==> config.mk <==
export PLATFORM = sky130hd
export DESIGN_NAME = quadrant_pixel_unpack_placer
export DESIGN_NICKNAME = d
export VERILOG_FILES = /design/src/rtl/qpu_pkg.sv /design/src/rtl/quadrant_pixel_unpack_placer.sv /design/src/rtl/qpu_cfg.sv /design/src/rtl/qpu_scan.sv /design/src/rtl/qpu_place.sv
export SDC_FILE = /design/constraint.sdc
export NUM_CORES = 1
export LEC_CHECK = 0
export BUFFER_PORTS_ARGS = -buffer_cell sky130_fd_sc_hd__buf_2
export CORE_ASPECT_RATIO = 0.75
export CORE_UTILIZATION = 68
export DETAILED_ROUTE_END_ITERATION = 10
export PLACE_DENSITY = 0.88
export SYNTH_ARGS = -nofsm -noshare
export SYNTH_HDL_FRONTEND = slang
export SYNTH_SLANG_ARGS = --single-unit
==> constraint.sdc <==
create_clock -name aclk -period 15.8 [get_ports aclk]
set_input_delay 2.37 -clock aclk [delete_from_list [all_inputs] [get_ports aclk]]
set_output_delay 2.37 -clock aclk [all_outputs]
set_load 0.01 [all_outputs]
==> src/rtl/qpu_pkg.sv <==
package qpu_pkg;

    localparam int CFG_DATA_W = 12;
    localparam int CFG_IDX_W  = 2;
    localparam int IN_DATA_W  = 24;
    localparam int OUT_DATA_W = 48;
    localparam int INDEX_W    = 22;
    localparam int PIX_W      = 12;
    localparam int CNT_W      = 9;
    localparam int LIM_W      = 10;

    localparam logic [CFG_IDX_W-1:0] CFG_IMAGE_HEIGHT  = 2'd0;
    localparam logic [CFG_IDX_W-1:0] CFG_IMAGE_WIDTH   = 2'd1;
    localparam logic [CFG_IDX_W-1:0] CFG_QUADRANT      = 2'd2;
    localparam logic [CFG_IDX_W-1:0] CFG_MODULE_PARITY = 2'd3;

    localparam logic [11:0] HEIGHT_RESET = 12'd512;
    localparam logic [11:0] WIDTH_RESET  = 12'd1024;
    localparam logic [10:0] CNT_LIMIT    = 11'd512;

    typedef struct packed {
        logic [11:0] height;
        logic [11:0] width;
        logic [1:0]  quadrant;
        logic        module_parity;
    } qpu_cfg_t;

    typedef struct packed {
        logic [CNT_W-1:0] row;
        logic [CNT_W-1:0] group;
        logic             last;
    } qpu_pos_t;

    typedef struct packed {
        logic ld_in;
        logic ld_mul;
        logic ld_out;
    } qpu_adv_t;

    function automatic logic [LIM_W-1:0] clamp_count(input logic [10:0] v);
        logic [LIM_W-1:0] r;
        if (v == 11'd0) begin
            r = LIM_W'(1);
        end else if (v > CNT_LIMIT) begin
            r = CNT_LIMIT[LIM_W-1:0];
        end else begin
            r = v[LIM_W-1:0];
        end
        return r;
    endfunction

endpackage

==> src/rtl/quadrant_pixel_unpack_placer.sv <==
// Channel   | Direction | Payload
// s_        | in        | tdata[23:0] packed_group
// m_        | out       | tdata[21:0] pixel_index, [33:22] first_pixel,
//           |           | [45:34] second_pixel, [47:46] zero; tlast last_of_frame
// cfg_      | in        | cfg_index register, cfg_data[11:0] value
//
// One request per cycle is sustained unless m_ stalls; every stage below is registered.
// Stages: input capture, two parallel multipliers (start row and row offset), index sum.
// Reset clears the frame counters, stage valids and config to 512 x 1024, quadrant SW.
// A stalled m_ side holds the result register; s_tready drops only when no stage can advance.
module quadrant_pixel_unpack_placer
    import qpu_pkg::*;
#(
    parameter int MAX_WIDTH  = 2048,
    parameter int MAX_HEIGHT = 2048
) (
    input  logic                   aclk,
    input  logic                   aresetn,
    input  logic                   s_tvalid,
    output logic                   s_tready,
    input  logic [IN_DATA_W-1:0]   s_tdata,   // packed_group
    output logic                   m_tvalid,
    input  logic                   m_tready,
    output logic [OUT_DATA_W-1:0]  m_tdata,   // pixel_index, first_pixel, second_pixel
    output logic                   m_tlast,
    input  logic                   cfg_valid,
    output logic                   cfg_ready,
    input  logic [CFG_IDX_W-1:0]   cfg_index,
    input  logic [CFG_DATA_W-1:0]  cfg_data
);

    qpu_cfg_t cfg;
    qpu_pos_t pos;
    qpu_adv_t adv;

    logic v1_reg, v1_next;
    logic v2_reg, v2_next;
    logic v3_reg, v3_next;
    logic adv1, adv2, adv3;

    logic [INDEX_W-1:0] pixel_index;
    logic [PIX_W-1:0]   first_pixel;
    logic [PIX_W-1:0]   second_pixel;

    always_comb begin
        adv3       = !v3_reg || m_tready;
        adv2       = !v2_reg || adv3;
        adv1       = !v1_reg || adv2;
        adv.ld_in  = s_tvalid && adv1;
        adv.ld_mul = v1_reg && adv2;
        adv.ld_out = v2_reg && adv3;
        v1_next    = adv.ld_in  ? 1'b1 : (adv.ld_mul ? 1'b0 : v1_reg);
        v2_next    = adv.ld_mul ? 1'b1 : (adv.ld_out ? 1'b0 : v2_reg);
        v3_next    = adv.ld_out ? 1'b1 : (m_tready   ? 1'b0 : v3_reg);
    end

    always_ff @(posedge aclk) begin
        if (!aresetn) begin
            v1_reg <= 1'b0;
            v2_reg <= 1'b0;
            v3_reg <= 1'b0;
        end else begin
            v1_reg <= v1_next;
            v2_reg <= v2_next;
            v3_reg <= v3_next;
        end
    end

    qpu_cfg #(
        .MAX_WIDTH  (MAX_WIDTH),
        .MAX_HEIGHT (MAX_HEIGHT)
    ) u_cfg (
        .aclk      (aclk),
        .aresetn   (aresetn),
        .cfg_valid (cfg_valid),
        .cfg_ready (cfg_ready),
        .cfg_index (cfg_index),
        .cfg_data  (cfg_data),
        .cfg       (cfg)
    );

    qpu_scan u_scan (
        .aclk    (aclk),
        .aresetn (aresetn),
        .cfg     (cfg),
        .advance (adv.ld_in),
        .pos     (pos)
    );

    qpu_place u_place (
        .aclk          (aclk),
        .cfg           (cfg),
        .adv           (adv),
        .packed_group  (s_tdata),
        .pos           (pos),
        .pixel_index   (pixel_index),
        .first_pixel   (first_pixel),
        .second_pixel  (second_pixel),
        .last_of_frame (m_tlast)
    );

    assign s_tready = adv1;
    assign m_tvalid = v3_reg;
    assign m_tdata  = {2'b00, second_pixel, first_pixel, pixel_index};

endmodule

==> src/rtl/qpu_cfg.sv <==
module qpu_cfg
    import qpu_pkg::*;
#(
    parameter int MAX_WIDTH  = 2048,
    parameter int MAX_HEIGHT = 2048
) (
    input  logic                  aclk,
    input  logic                  aresetn,
    input  logic                  cfg_valid,
    output logic                  cfg_ready,
    input  logic [CFG_IDX_W-1:0]  cfg_index,
    input  logic [CFG_DATA_W-1:0] cfg_data,
    output qpu_cfg_t              cfg
);

    logic [11:0] height_reg;
    logic [11:0] width_reg;
    logic [1:0]  quadrant_reg;
    logic        parity_reg;
    logic        wr;

    assign cfg_ready = 1'b1;
    assign wr        = cfg_valid && cfg_ready;

    always_ff @(posedge aclk) begin
        if (!aresetn) begin
            height_reg   <= HEIGHT_RESET;
            width_reg    <= WIDTH_RESET;
            quadrant_reg <= 2'd0;
            parity_reg   <= 1'b0;
        end else if (wr) begin
            case (cfg_index)
                CFG_IMAGE_HEIGHT:  height_reg   <= cfg_data[11:0];
                CFG_IMAGE_WIDTH:   width_reg    <= cfg_data[11:0];
                CFG_QUADRANT:      quadrant_reg <= cfg_data[1:0];
                CFG_MODULE_PARITY: parity_reg   <= cfg_data[0];
                default: ;
            endcase
        end
    end

    always_comb begin
        cfg.height        = (32'(height_reg) > MAX_HEIGHT) ? 12'(MAX_HEIGHT) : height_reg;
        cfg.width         = (32'(width_reg) > MAX_WIDTH) ? 12'(MAX_WIDTH) : width_reg;
        cfg.quadrant      = quadrant_reg;
        cfg.module_parity = parity_reg;
    end

endmodule

==> src/rtl/qpu_scan.sv <==
module qpu_scan
    import qpu_pkg::*;
(
    input  logic     aclk,
    input  logic     aresetn,
    input  qpu_cfg_t cfg,
    input  logic     advance,
    output qpu_pos_t pos
);

    logic [CNT_W-1:0] row_count_reg;
    logic [CNT_W-1:0] row_count_next;
    logic [CNT_W-1:0] group_count_reg;
    logic [CNT_W-1:0] group_count_next;
    logic [LIM_W-1:0] rows;
    logic [LIM_W-1:0] groups;
    logic [10:0]      half_groups;
    logic             last_group;
    logic             last_row;

    always_comb begin
        half_groups = 11'((12'(cfg.width >> 1) + 12'd1) >> 1);
        rows        = clamp_count(11'(cfg.height >> 2));
        groups      = clamp_count(half_groups);
        last_group  = (LIM_W'(group_count_reg) + LIM_W'(1)) >= groups;
        last_row    = (LIM_W'(row_count_reg) + LIM_W'(1)) >= rows;

        row_count_next   = row_count_reg;
        group_count_next = group_count_reg;
        if (advance) begin
            if (last_group) begin
                group_count_next = '0;
                row_count_next   = last_row ? '0 : row_count_reg + CNT_W'(1);
            end else begin
                group_count_next = group_count_reg + CNT_W'(1);
            end
        end

        pos.row   = row_count_reg;
        pos.group = group_count_reg;
        pos.last  = last_group && last_row;
    end

    always_ff @(posedge aclk) begin
        if (!aresetn) begin
            row_count_reg   <= '0;
            group_count_reg <= '0;
        end else begin
            row_count_reg   <= row_count_next;
            group_count_reg <= group_count_next;
        end
    end

    a_frame_wrap: assert property (@(posedge aclk) disable iff (!aresetn)
        advance && pos.last |=> row_count_reg == '0 && group_count_reg == '0)
        else $error("counters did not wrap at frame end");

    a_group_step: assert property (@(posedge aclk) disable iff (!aresetn)
        advance && !last_group |=>
            group_count_reg == $past(group_count_reg) + CNT_W'(1) && $stable(row_count_reg))
        else $error("group counter did not step");

    a_hold: assert property (@(posedge aclk) disable iff (!aresetn)
        !advance |=> $stable(row_count_reg) && $stable(group_count_reg))
        else $error("counters moved without a request");

endmodule

==> src/rtl/qpu_place.sv <==
module qpu_place
    import qpu_pkg::*;
(
    input  logic                 aclk,
    input  qpu_cfg_t             cfg,
    input  qpu_adv_t             adv,
    input  logic [IN_DATA_W-1:0] packed_group,
    input  qpu_pos_t             pos,
    output logic [INDEX_W-1:0]   pixel_index,
    output logic [PIX_W-1:0]     first_pixel,
    output logic [PIX_W-1:0]     second_pixel,
    output logic                 last_of_frame
);

    logic [PIX_W-1:0]   pix1_s1_reg;
    logic [PIX_W-1:0]   pix2_s1_reg;
    logic [CNT_W-1:0]   row_s1_reg;
    logic [CNT_W-1:0]   grp_s1_reg;
    logic               last_s1_reg;

    logic [PIX_W-1:0]   pix1_s2_reg;
    logic [PIX_W-1:0]   pix2_s2_reg;
    logic [CNT_W-1:0]   grp_s2_reg;
    logic               last_s2_reg;
    logic [INDEX_W-1:0] start_prod_reg;
    logic [20:0]        row_prod_reg;

    logic [INDEX_W-1:0] index_reg;
    logic [PIX_W-1:0]   pix1_s3_reg;
    logic [PIX_W-1:0]   pix2_s3_reg;
    logic               last_s3_reg;

    logic               north;
    logic [10:0]        base_rows;
    logic [INDEX_W-1:0] start_prod;
    logic [20:0]        row_prod;
    logic [INDEX_W-1:0] east_term;
    logic [INDEX_W-1:0] jump;
    logic [INDEX_W-1:0] base;
    logic [INDEX_W-1:0] index_next;

    assign north = cfg.quadrant[1];

    always_comb begin
        if (cfg.height == 12'd0) begin
            base_rows = '0;
        end else if (north) begin
            base_rows = 11'((cfg.height - 12'd1) >> 1);
        end else begin
            base_rows = 11'(cfg.height >> 1);
        end
        start_prod = INDEX_W'(base_rows) * INDEX_W'(cfg.width);
        row_prod   = 21'(cfg.width) * 21'(row_s1_reg);
    end

    always_comb begin
        east_term  = cfg.quadrant[0] ? INDEX_W'(cfg.width >> 1) : '0;
        jump       = (cfg.module_parity ? '0 : INDEX_W'(cfg.width)) + {row_prod_reg, 1'b0};
        base       = start_prod_reg + east_term + INDEX_W'({grp_s2_reg, 1'b0});
        index_next = north ? base - jump : base + jump;
    end

    always_ff @(posedge aclk) begin
        if (adv.ld_in) begin
            pix1_s1_reg <= {packed_group[7:0], packed_group[15:12]};
            pix2_s1_reg <= {packed_group[11:8], packed_group[23:16]};
            row_s1_reg  <= pos.row;
            grp_s1_reg  <= pos.group;
            last_s1_reg <= pos.last;
        end
        if (adv.ld_mul) begin
            pix1_s2_reg    <= pix1_s1_reg;
            pix2_s2_reg    <= pix2_s1_reg;
            grp_s2_reg     <= grp_s1_reg;
            last_s2_reg    <= last_s1_reg;
            start_prod_reg <= start_prod;
            row_prod_reg   <= row_prod;
        end
        if (adv.ld_out) begin
            index_reg   <= index_next;
            pix1_s3_reg <= pix1_s2_reg;
            pix2_s3_reg <= pix2_s2_reg;
            last_s3_reg <= last_s2_reg;
        end
    end

    assign pixel_index   = index_reg;
    assign first_pixel   = pix1_s3_reg;
    assign second_pixel  = pix2_s3_reg;
    assign last_of_frame = last_s3_reg;

endmodule
Yosys cells after proc, flatten, opt, wreduce, memory -nomap -nowiden --
Index checks and enable logic that the tools add are counted.
Word-level totals: register bits after elaboration 215, input port bits 43, output and inout port bits 52, logic and storage cells 87
Cells by class: add/subtract/negate cells 11, $mul 2, magnitude comparators 6, eq/ne operators 3, multiplexer cells 19, reduce and logical (&&, ||, !) cells 22
Operator list (number):
- 22-bit adder | 3
- 10-bit 2-to-1 mux | 4
- 12-bit 2-to-1 mux | 3
- 11-bit 2-to-1 mux | 3
- 12-bit greater-than comparator, second input constant | 2
- 22-bit by 10-bit adder with 22-bit output | 1
- 11-bit zero test | 2
- 11-bit by 12-bit multiplier with 22-bit output | 1
- 22-bit 2-to-1 mux | 1
- 22-bit subtractor | 1
- 12-bit by 9-bit multiplier with 21-bit output | 1
- 9-bit by 1-bit adder with 10-bit output, second input constant | 2
- 10-bit >= comparator | 2
- 9-bit by 1-bit adder with 9-bit output, second input constant | 2
- 9-bit 2-to-1 mux | 2
- 11-bit by 1-bit adder with 12-bit output, second input constant | 1
- 12-bit zero test | 1
- 12-bit by 1-bit subtractor with 12-bit output, second input constant | 1
- 11-bit by 10-bit greater-than comparator with 1-bit output, second input constant | 1
- 10-bit greater-than comparator, second input constant | 1
- 2-bit AND reduction | 5
- 1-bit 2-to-1 mux | 6
- 2-bit nonzero test | 3
- 2-bit == test, second input constant | 2
- other kinds (5) | 12

Depth between registers and ports, before layout --
depth in word-level cells 8, mapped depth 31, mapped depth without buffers 29

By module --
From an unflattened synthesis, not the netlist that was laid out.
Second synthesis, totals: cells, all modules 1922, area total of the unflattened synthesis 19184.6 µm²
By module, submodules not included:
- qpu_place | times used 1, cells each 1535, area each 15956.6 µm², sequential area each 5014.8 µm²
- qpu_scan | times used 1, cells each 236, area each 1848.0 µm², sequential area each 360.3 µm²
- qpu_cfg | times used 1, cells each 135, area each 1223.7 µm², sequential area each 540.5 µm²
- quadrant_pixel_unpack_placer | times used 1, cells each 16, area each 156.4 µm², sequential area each 60.1 µm²

Worst setup path after synthesis --
Ideal clock, no wire load.
path kind in2reg, start input m_tready, end register u_place.grp_s2_reg[0], enable pin, library setup time 0.630 ns, arrival 8.048 ns, data required time 15.170 ns, slack 7.122 ns, cell stages on the path 2, path buffers 0, cell sequence nor2b_1 > a21boi_0
On the way: cells in the longest elaborated chain, start to end 3
Ends and longest elaborated chain:
- from (decl) | line quadrant_pixel_unpack_placer.sv:23 | input logic m_tready,
- 1-bit logical OR | line quadrant_pixel_unpack_placer.sv:46 | adv3 = !v3_reg || m_tready;
- 1-bit logical OR | line quadrant_pixel_unpack_placer.sv:47 | adv2 = !v2_reg || adv3;
- 1-bit logical AND | line quadrant_pixel_unpack_placer.sv:50 | adv.ld_mul = v1_reg && adv2;
- to (signal assigned) | line qpu_place.sv:74 | grp_s2_reg <= grp_s1_reg;
- to (decl) | line qpu_place.sv:23 | logic [CNT_W-1:0] grp_s2_reg;
No other way between the ends. A chain may end at the register's enable or synchronous reset.

Worst setup path after layout --
start register u_cfg.height_reg[4], end register u_place.start_prod_reg[21], data pin
On the way: cells in the longest elaborated chain, start to end 6, elaborated cells between the ends (all ways) 7, those cells by class add/sub (1); mul (1); order compare (1); mux (3); reduce/logical (1)
Ends and longest elaborated chain:
- from (decl) | line qpu_cfg.sv:16 | logic [11:0] height_reg;
- from (signal assigned) | line qpu_cfg.sv:33 | CFG_IMAGE_HEIGHT: height_reg <= cfg_data[11:0];
- 12-bit greater-than comparator | line qpu_cfg.sv:43 | cfg.height = (32'(height_reg) > MAX_HEIGHT) ? 12'(MAX_HEIGHT) : height_reg;
- 12-bit 2-to-1 mux * | line qpu_cfg.sv:43
- 12-bit by 1-bit subtractor with 12-bit output | line qpu_place.sv:48 | base_rows = 11'((cfg.height - 12'd1) >> 1);
- 11-bit 2-to-1 mux | line qpu_place.sv:47 | end else if (north) begin
- 11-bit 2-to-1 mux * | line qpu_place.sv:45 | if (cfg.height == 12'd0) begin
- 11-bit by 12-bit multiplier with 22-bit output * | line qpu_place.sv:52 | start_prod = INDEX_W'(base_rows) * INDEX_W'(cfg.width);
- net u_place.start_prod[21] | line qpu_place.sv:35 | logic [INDEX_W-1:0] start_prod;
- to (signal assigned) | line qpu_place.sv:76 | start_prod_reg <= start_prod;
- to (decl) | line qpu_place.sv:25 | logic [INDEX_W-1:0] start_prod_reg;
Mark *: on every way through the listed nets, which the timed path passes. The rest lies on a longest branch.

==> key figures <==
Worst setup path
  – CP Launch Type: flip-flop
  – Largest delay share family, worst path: adder cells
  – Critical Path End Type: flip-flop
  – Max FO, Critical Path: 9
  – Crit Path Class: flip-flop to flip-flop
  – Buffers & Inverters on Critical Path: 5
  – Slowest CP cell: fa_1
  – CP peak stage delay: about 0.56 ns
  – CP Data Required Time: 16.08 ns
  – WP data arrival: 8.35 ns

Synth
  – Post-synth EDFFs: 167
  – YS warnings: 0
  – Top_reg_cell synth: edfxtp_1
  – Post-synthesis cell count: a little under 2k
  – Ys async rst share: 0%
  – Yosys reg bits: 215
  – Area of the mapped netlist: about 0.019 sq mm
  – Mean Syn Cell Area: 9.74 sq um
  – Seq/Total Area, Yosys: 31.7%
  – Synth unique cells: 80

Global route
  – First-pass GRT wire length: 75700 microns
  – Largest net degree at the start of global routing: 72
  – Vias in the first global route: 15.1k
  – Gr usage total: between 30% and 40%
  – Global route overflow: 0
  – Initial antenna violation count: 1

Timing
  – Final hold vios: 0
  – Setup WS post-layout: 7.73 ns
  – Slew margin rel.: 12.0%
  – Crit path time final: 8.07 ns
  – Setup TNS: 0 ns
  – Final Max Slew Viols: 0
  – RSZ-0062 raised after global routing: false
  – Final setup viols: 0
  – Tightest Pin Transition: 1.32 ns
  – Fin Clk Skew: between 0.03 and 0.04 ns
  – Fmax: 0.124 GHz
  – Share of the clock period used by the worst path: between 50% and 60%

Floorplan
  – Row cnt: 52
  – Die height: 146 microns
  – Io pins: 95
  – Core ar.: 0.0271 sq mm
  – Die Width: 194 microns
  – Starting Density: 69.5%
  – Die area: 0.0284 sq mm

Power and ir drop
  – Pwr per Cell Area: 77.6 mW/mm^2
  – Pint: 0.00112 W
  – Leak pwr: about 9.4 nW
  – Gate power share: about 22%
  – Register share of total power: 42.3%
  – Power share of the clock group: 35.3%
  – Switching power: 0.000462 W
  – Pwr Total: 0.00158 W
  – VDD IR max: 0.0771 mV
  – Switching Fraction: between 20% and 30%

Detailed routing
  – Met1 WL: 18100 microns
  – Via/cell ratio: between 6 and 7
  – DR pass1 iterations: 6
  – Vias: 14.6k
  – Drt drc: 0
  – DR WL met2: 21800 microns
  – Met3 wire length: 4660 microns
  – Routed WL: 47000 microns
  – WL per Instance: 19.8 microns
  – Top Layer Used: met4
  – ANT nets after route: 0
  – DR iter-0 viols: roughly 1.4k

CTS
  – CTS tree: built
  – Root Buffer Master: clkbuf_16
  – CTS HTree Levels: 1
  – Number of buffers created by CTS: 22
  – Clock slew at reported path FFs: approximately 0.07 ns
  – Post-CTS resize count: 0
  – Clock sink total: approximately 220
  – Clk buf depth: 3
  – Clock Latency Late Sink: 0.53 ns
  – Hold_buf cts: 0
  – Post-CTS setup repair buffer count: 0

Final layout
  – Share of layout cells above drive strength 1: slightly above 9%
  – Register area: 0.00598 sq mm
  – Area grow syn2layout: 8.30%
  – Multi-input gate area: around 0.012 sq mm
  – Commonest non-fill, non-tap cell in the layout: nand2_1
  – Commonest cells after routing, fill and taps aside: 253 x nand2_1, 226 x inv_1, 171 x fa_1, 169 x ha_1, 167 x edfxtp_1
  – Nets: 2388
  – Final cell count without fillers: 2373
  – Fill count: 1741

Min path
  – Worst Hold Class: flip-flop to flip-flop

Placed design
  – Place WS: 7.93 ns
  – Inst Count DP: 2332
  – Number of port buffers: 91
  – Routability cong.: 0.940
  – Dpl hpwl: 35300 microns

Run status
  – Outcome: finished clean

Run
  – Maxcap violations: 0
==> routing by layer <==
metal | vias to the layer above | global-route usage, %
met1 | 6965 | 43.1
met3 | 212 | 6.95
met2 | 859 | 55.9
met4 | 0 | 15.8
met5 | - | 0
li1 | 6598 | -
==> cell type report <==
cell class / instances / share of cell area, %
inverters: 227 / 4.17
repair buffers: 108 / 2.86
clock buffers: 28 / 3.07
well taps: 351 / 2.15
diodes: 1 / 0.0123
flip-flops and latches: 215 / 29.3
multi-input cells: 1431 / 57.7
clock inverters: 12 / 0.790
==> through the flow <==
step | utilization (%) | area [sq um] | hold WS, ns
3_3_place_gp | 72.3 | 19600 | 0.401
6_report | 75.3 | 20400 | 0.396
3_5_place_dp | 72.3 | 19600 | 0.405
5_1_grt | 75.2 | 20400 | 0.400
4_1_cts | 75.2 | 20400 | 0.388
2_1_floorplan | - | 18900 | 0.400
==> synth_stat cells (8+ instances only) <==
master | number | area share, %
a31oi_1 | 17 | 0.56
xnor2_1 | 86 | 4.0
inv_1 | 226 | 4.5
a21boi_0 | 25 | 1.0
fa_1 | 171 | 18
and3_1 | 24 | 0.80
or2_2 | 13 | 0.43
o21ai_0 | 44 | 1.2
nor3_1 | 33 | 0.88
ha_1 | 169 | 11
nand2b_1 | 17 | 0.56
nor2b_1 | 28 | 0.93
edfxtp_1 | 167 | 27
xor2_1 | 42 | 2.0
o21a_1 | 14 | 0.56
nor2_1 | 163 | 3.2
nand4b_1 | 8 | 0.37
and2_1 | 58 | 1.9
a21oi_1 | 63 | 1.7
o211ai_1 | 9 | 0.36
clkbuf_1 | 54 | 1.1
a21o_1 | 29 | 1.2
nand2_1 | 253 | 5.0
nand3_1 | 51 | 1.4
dfxtp_1 | 48 | 5.1
==> cell families after synthesis <==
| kind of cell | after synthesis | share of synthesized area (%) |
|---|---|---|
| compound gates | 263 | 9.33 |
| xor+xnor | 129 | 6.03 |
| fa+ha+maj | 340 | 29.4 |
| buf+inv | 291 | 6.00 |
| flops | 215 | 31.7 |
| mux | 6 | 0.332 |
| other cells | 2 | 0.0398 |
| simple gates | 690 | 17.2 |
==> worst paths after layout <==
path	slack (ns)	cells after the start	end	from
worst max-delay path	7.73	28	u_place.start_prod_reg[21]	u_cfg.height_reg[4]
worst min-delay path	0.40	0	u_place.pix2_s2_reg[10]	u_place.pix2_s1_reg[10]
worst max register to register	7.73	28	u_place.start_prod_reg[21]	u_cfg.height_reg[4]
worst min register to register	0.40	0	u_place.pix2_s2_reg[10]	u_place.pix2_s1_reg[10]
==> power by group through the flow <==
stage,logic [W],registers (W),clock network (W)
2_1_floorplan,0.000252,0.000679,0
3_3_place_gp,0.000321,0.000680,0
3_5_place_dp,0.000342,0.000682,0
4_1_cts,0.000347,0.000670,0.000565
5_1_grt,0.000387,0.000673,0.000585
6_report,0.000354,0.000671,0.000560
Note: power is estimated with default switching activity, not from simulation.
